**src/rtl/gcrm_pkg.sv**
```systemverilog
// Shared constants for the gray-convert row-mirror block.
`timescale 1ns / 1ps
`default_nettype none

package gcrm_pkg;

    // Line store geometry
    localparam int MAX_WIDTH = 1024;
    localparam int COL_W     = (MAX_WIDTH > 1) ? $clog2(MAX_WIDTH) : 1;
    localparam int CNT_W     = COL_W + 1;
    localparam int ADDR_W    = COL_W + 1;
    localparam int RAM_DEPTH = 2 ** ADDR_W;

    // Configuration register
    localparam int         ROW_WIDTH_W     = 11;
    localparam logic [10:0] ROW_WIDTH_RESET = 11'd1024;

    // Pixel and gray widths
    localparam int PIX_W  = 8;
    localparam int GRAY_W = 8;

    // Luma weights scaled by 1000
    localparam int SUM_W    = 18;
    localparam int WEIGHT_R = 299;
    localparam int WEIGHT_G = 587;
    localparam int WEIGHT_B = 114;

    // sum / 1000 = (sum >> 3) / 125, and x / 125 = (x * DIV_MUL) >> DIV_SH
    // exactly for every x up to 31875
    localparam int DIV_IN_W = SUM_W - 3;
    localparam int DIV_MUL  = 33555;
    localparam int DIV_SH   = 22;
    localparam int PROD_W   = 31;

    // Request codes
    localparam logic REQ_PIXEL = 1'b0;
    localparam logic REQ_FLUSH = 1'b1;

endpackage

`default_nettype wire

```
**src/rtl/gcrm_gray.sv**
```systemverilog
// RGB to gray conversion: floor((299*R + 587*G + 114*B) / 1000).
`timescale 1ns / 1ps
`default_nettype none

module gcrm_gray (
    input  wire logic [gcrm_pkg::PIX_W-1:0]  red,
    input  wire logic [gcrm_pkg::PIX_W-1:0]  green,
    input  wire logic [gcrm_pkg::PIX_W-1:0]  blue,
    output logic      [gcrm_pkg::GRAY_W-1:0] gray
);

    import gcrm_pkg::*;

    logic [SUM_W-1:0]    sum;
    logic [DIV_IN_W-1:0] sum_div8;
    logic [PROD_W-1:0]   prod;

    assign sum = SUM_W'(red)   * SUM_W'(WEIGHT_R)
               + SUM_W'(green) * SUM_W'(WEIGHT_G)
               + SUM_W'(blue)  * SUM_W'(WEIGHT_B);

    // drop the factor of 8 first, then divide by 125 through the reciprocal
    assign sum_div8 = sum[SUM_W-1:3];
    assign prod     = PROD_W'(sum_div8) * PROD_W'(DIV_MUL);
    assign gray     = prod[DIV_SH+GRAY_W-1:DIV_SH];

endmodule

`default_nettype wire

```
**config.mk**
```make
export PLATFORM = sky130hd
export DESIGN_NAME = gcrm_gray
export DESIGN_NICKNAME = d
export VERILOG_FILES = /design/src/rtl/gcrm_pkg.sv /design/src/rtl/gcrm_gray.sv
export SDC_FILE = /design/constraint.sdc
export NUM_CORES = 1
export LEC_CHECK = 0
export BUFFER_PORTS_ARGS = -buffer_cell sky130_fd_sc_hd__clkbuf_2
export CELL_PAD_IN_SITES_DETAIL_PLACEMENT = 0
export CELL_PAD_IN_SITES_GLOBAL_PLACEMENT = 2
export CORE_AREA = 2 2 130 132
export DETAILED_ROUTE_END_ITERATION = 16
export DIE_AREA = 0 0 132 134
export PLACE_DENSITY_LB_ADDON = 0.1
export SKIP_LAST_GASP = 1
export SLEW_MARGIN = 30
export SYNTH_ARGS = -nofsm -noshare
export SYNTH_HDL_FRONTEND = slang
export SYNTH_SLANG_ARGS = --single-unit
```
**constraint.sdc**
```tcl
create_clock -name vclk -period 13.85
set_clock_uncertainty 0.2 [all_clocks]
set_input_delay 0 -clock vclk [all_inputs]
set_output_delay 0 -clock vclk [all_outputs]
set_load 0.05 [all_outputs]
```
==> metrics.txt <==
# TYPE chip_impl_metric gauge
chip_impl_info{name="critPathKind",value="input pin to output port"} 1
chip_impl_metric{name="clkbuf_count",unit=""} 0
chip_impl_metric{name="std_cell_rows",unit=""} 47
chip_impl_metric{name="design.core.area",unit="um^2"} 16300
chip_impl_info{name="timing.critical_path.from_type",value="input pin"} 1
chip_impl_metric{name="finalWorstPathRequiredPeriod",unit="ps"} 11620
chip_impl_metric{name="worst-path-max-fanout",unit=""} 4
chip_impl_metric{name="tightest_slew",unit="ps"} 820
chip_impl_metric{name="layout-drive-gt1-share",unit=""} 0.0587
chip_impl_metric{name="finalMaxSlewViolations",unit=""} 0
chip_impl_metric{name="finalHoldViolations",unit=""} 0
chip_impl_metric{name="timing.critical_path.slowest_cell_delay",unit="ps"} 550
chip_impl_metric{name="seq_cell_count",unit=""} 0
chip_impl_metric{name="routed_wirelength",unit="mm"} 13.1
chip_impl_info{name="run_status",value="finished, final reports clean"} 1
chip_impl_metric{name="register_area",unit="um^2"} 0
chip_impl_metric{name="stdcell_count",unit=""} 970
chip_impl_metric{name="post_route_fraction_of_the_period_consumed_by_the_critical_path",unit=""} 0.839
chip_impl_metric{name="antenna_violating_nets_post_route",unit=""} 0
chip_impl_metric{name="die-width",unit="um"} 132
chip_impl_metric{name="grt_max_degree",unit=""} 10
chip_impl_metric{name="synth_fp_nets",unit=""} 1058
chip_impl_metric{name="cts_hold_buffers",unit=""} 0
chip_impl_metric{name="timing.slew.headroom",unit=""} 0.449
chip_impl_metric{name="timing.fmax",unit="MHz"} 86.0
chip_impl_metric{name="worstPathArrival",unit="ps"} 11420
chip_impl_info{name="crit_slowest_cell",value="sky130_fd_sc_hd__fa_1"} 1
chip_impl_metric{name="hold-worst-slack",unit="ps"} 1120
chip_impl_metric{name="antenna_found_initial",unit=""} 0
chip_impl_metric{name="hpwl_reported_at_the_end_of_detailed_placement",unit="mm"} 12.7
chip_impl_metric{name="final_cell_area",unit="um^2"} 7170
chip_impl_metric{name="floorplan.initialDensity",unit=""} 0.414
chip_impl_metric{name="drt-wirelength-per-cell",unit="um"} 13.5
chip_impl_metric{name="global_route.usage.total",unit=""} 0.155
chip_impl_metric{name="syn2layout_area_growth",unit="%"} 6.40
chip_impl_metric{name="fp.dieArea",unit="um^2"} 17700
chip_impl_metric{name="layout.nets",unit=""} 1091
chip_impl_metric{name="drt_drc_violations_left",unit=""} 0
chip_impl_metric{name="post_synth_inst_count",unit=""} 719
chip_impl_metric{name="detailedRoute.firstPassIterationCount",unit=""} 4
chip_impl_info{name="setup_repair_after_global_routing_missed_its_margin",value="false"} 1
chip_impl_metric{name="yosysWarningCount",unit=""} 0
chip_impl_metric{name="synth.distinct_cells",unit=""} 44
chip_impl_metric{name="totalNegativeSetupSlack",unit="ps"} 0
chip_impl_metric{name="placed_area",unit="um^2"} 7170
chip_impl_metric{name="routabilityCongestion",unit=""} 0.848
chip_impl_info{name="min_path_type",value="input pin to output port"} 1
chip_impl_metric{name="avgSynthCellArea",unit="um^2"} 9.37
chip_impl_metric{name="antennaDiodeCount",unit=""} 0
chip_impl_metric{name="port_buffers",unit=""} 32
chip_impl_metric{name="gr-total-overflow",unit=""} 0
chip_impl_metric{name="maxCapViolations",unit=""} 0
chip_impl_metric{name="dpl.cell_count",unit=""} 970
chip_impl_metric{name="timing.critical_path.required",unit="ps"} 13650
chip_impl_metric{name="timing.final.setup_violations",unit=""} 0
chip_impl_metric{name="cts_resized",unit=""} 0
chip_impl_metric{name="first_iter_violations",unit=""} 134
chip_impl_metric{name="grt_pass1_vias",unit=""} 4694
chip_impl_metric{name="synth-seq-area-share",unit=""} 0
chip_impl_info{name="path_common_cell",value="sky130_fd_sc_hd__fa_1"} 1
chip_impl_metric{name="io_pins",unit=""} 32
chip_impl_metric{name="num_vias",unit=""} 4506
chip_impl_metric{name="grt_first_pass_wirelength",unit="mm"} 22.6
chip_impl_metric{name="floorplan.die.height",unit="um"} 134
chip_impl_metric{name="syn_area",unit="um^2"} 6740
chip_impl_info{name="crit_path_end_kind",value="output port"} 1
chip_impl_metric{name="post-cts-setup-buffers",unit=""} 0
chip_impl_metric{name="vias_per_cell",unit=""} 4.65
[placed cells by master, fill, tap and decap left out, types with 2 or more instances in the layout]
cell                       Yosys  layout
sky130_fd_sc_hd__nor2_1       10      10
sky130_fd_sc_hd__and4_1        2       2
sky130_fd_sc_hd__a21o_1       10      10
sky130_fd_sc_hd__or2_1         2       2
sky130_fd_sc_hd__o21bai_1      2       2
sky130_fd_sc_hd__clkbuf_2      0      32
sky130_fd_sc_hd__xor2_1       11      11
sky130_fd_sc_hd__nor3_1        6       6
sky130_fd_sc_hd__or3_1         3       3
sky130_fd_sc_hd__o21a_1        4       4
sky130_fd_sc_hd__o31ai_1       2       2
sky130_fd_sc_hd__o21ai_0      17      17
sky130_fd_sc_hd__a41o_1        2       2
sky130_fd_sc_hd__nand3_1       7       7
sky130_fd_sc_hd__ha_1        209     209
sky130_fd_sc_hd__nand4_1       2       2
sky130_fd_sc_hd__a211oi_1      6       6
sky130_fd_sc_hd__or2_2         3       3
sky130_fd_sc_hd__nand2_1       7       7
sky130_fd_sc_hd__nand2b_1      2       2
sky130_fd_sc_hd__fa_1        106     106
sky130_fd_sc_hd__a21oi_1      23      23
sky130_fd_sc_hd__nor2b_1       2       2
sky130_fd_sc_hd__xnor2_1      19      19
sky130_fd_sc_hd__inv_1       242     242
[cell usage after synthesis, types with 2 or more instances]
library cell               instances  area (um^2)
sky130_fd_sc_hd__a211oi_1          6         45.0
sky130_fd_sc_hd__a21o_1           10         75.1
sky130_fd_sc_hd__a21oi_1          23          115
sky130_fd_sc_hd__a41o_1            2         20.0
sky130_fd_sc_hd__and4_1            2         17.5
sky130_fd_sc_hd__fa_1            106         2120
sky130_fd_sc_hd__ha_1            209         2620
sky130_fd_sc_hd__inv_1           242          908
sky130_fd_sc_hd__nand2_1           7         26.3
sky130_fd_sc_hd__nand2b_1          2         12.5
sky130_fd_sc_hd__nand3_1           7         35.0
sky130_fd_sc_hd__nand4_1           2         12.5
sky130_fd_sc_hd__nor2_1           10         37.5
sky130_fd_sc_hd__nor2b_1           2         12.5
sky130_fd_sc_hd__nor3_1            6         30.0
sky130_fd_sc_hd__o21a_1            4         30.0
sky130_fd_sc_hd__o21ai_0          17         85.1
sky130_fd_sc_hd__o21bai_1          2         15.0
sky130_fd_sc_hd__o31ai_1           2         15.0
sky130_fd_sc_hd__or2_1             2         12.5
sky130_fd_sc_hd__or2_2             3         18.8
sky130_fd_sc_hd__or3_1             3         18.8
sky130_fd_sc_hd__xnor2_1          19          166
sky130_fd_sc_hd__xor2_1           11         96.3
[cells by family (layout without fill, tap and decap cells)]
logic type,Yosys count,count (layout),synth area share
fa+ha+maj,316,316,0.704
simple gates,53,53,0.0457
compound gates,77,77,0.0756
xor+xnor,30,30,0.0390
buf+inv,243,274,0.135
[critical path: cells and delay by family]
family	cells	cell delay (ps)
buffers and inverters	9	800
AOI/OAI and AO/OA	14	2830
and+or+nand+nor	4	660
adders and majority gates	16	6340
xor gates and xnor gates	3	770
[worst paths after layout]
| check | from | to | slack (ps) | cells past startpoint |
|---|---|---|---|---|
| hold / removal | green[7] | gray[7] | 1120 | 7 |
| setup / recovery | blue[0] | gray[7] | 2230 | 46 |
[final cells by class]
type,instances,area [um^2]
Tap cell,220,275
Inverter,242,908
Multi-Input combinational cell,476,5830
Fill cell,1650,9120
Timing Repair Buffer,32,160
[stage by stage]
stage / utilization / setup WS (ps)
2_1_floorplan: - / 3190
3_3_place_gp: 0.440 / 2320
3_5_place_dp: 0.440 / 2080
4_1_cts: 0.440 / 2040
5_1_grt: 0.440 / 1260
6_report: 0.440 / 2230
[routing by layer]
layer	vias to the layer above	share of wire	routed length, um	GRT usage
li1	2327	-	-	-
met1	2148	0.55	7230	0.250
met2	31	0.43	5660	0.247
met3	0	0.014	183	0.000378
met4	0	0	0	0
met5	-	0	0	0
Power is not shown: default switching activity piles up to over one toggle a cycle in this logic, so the estimate is an artifact.
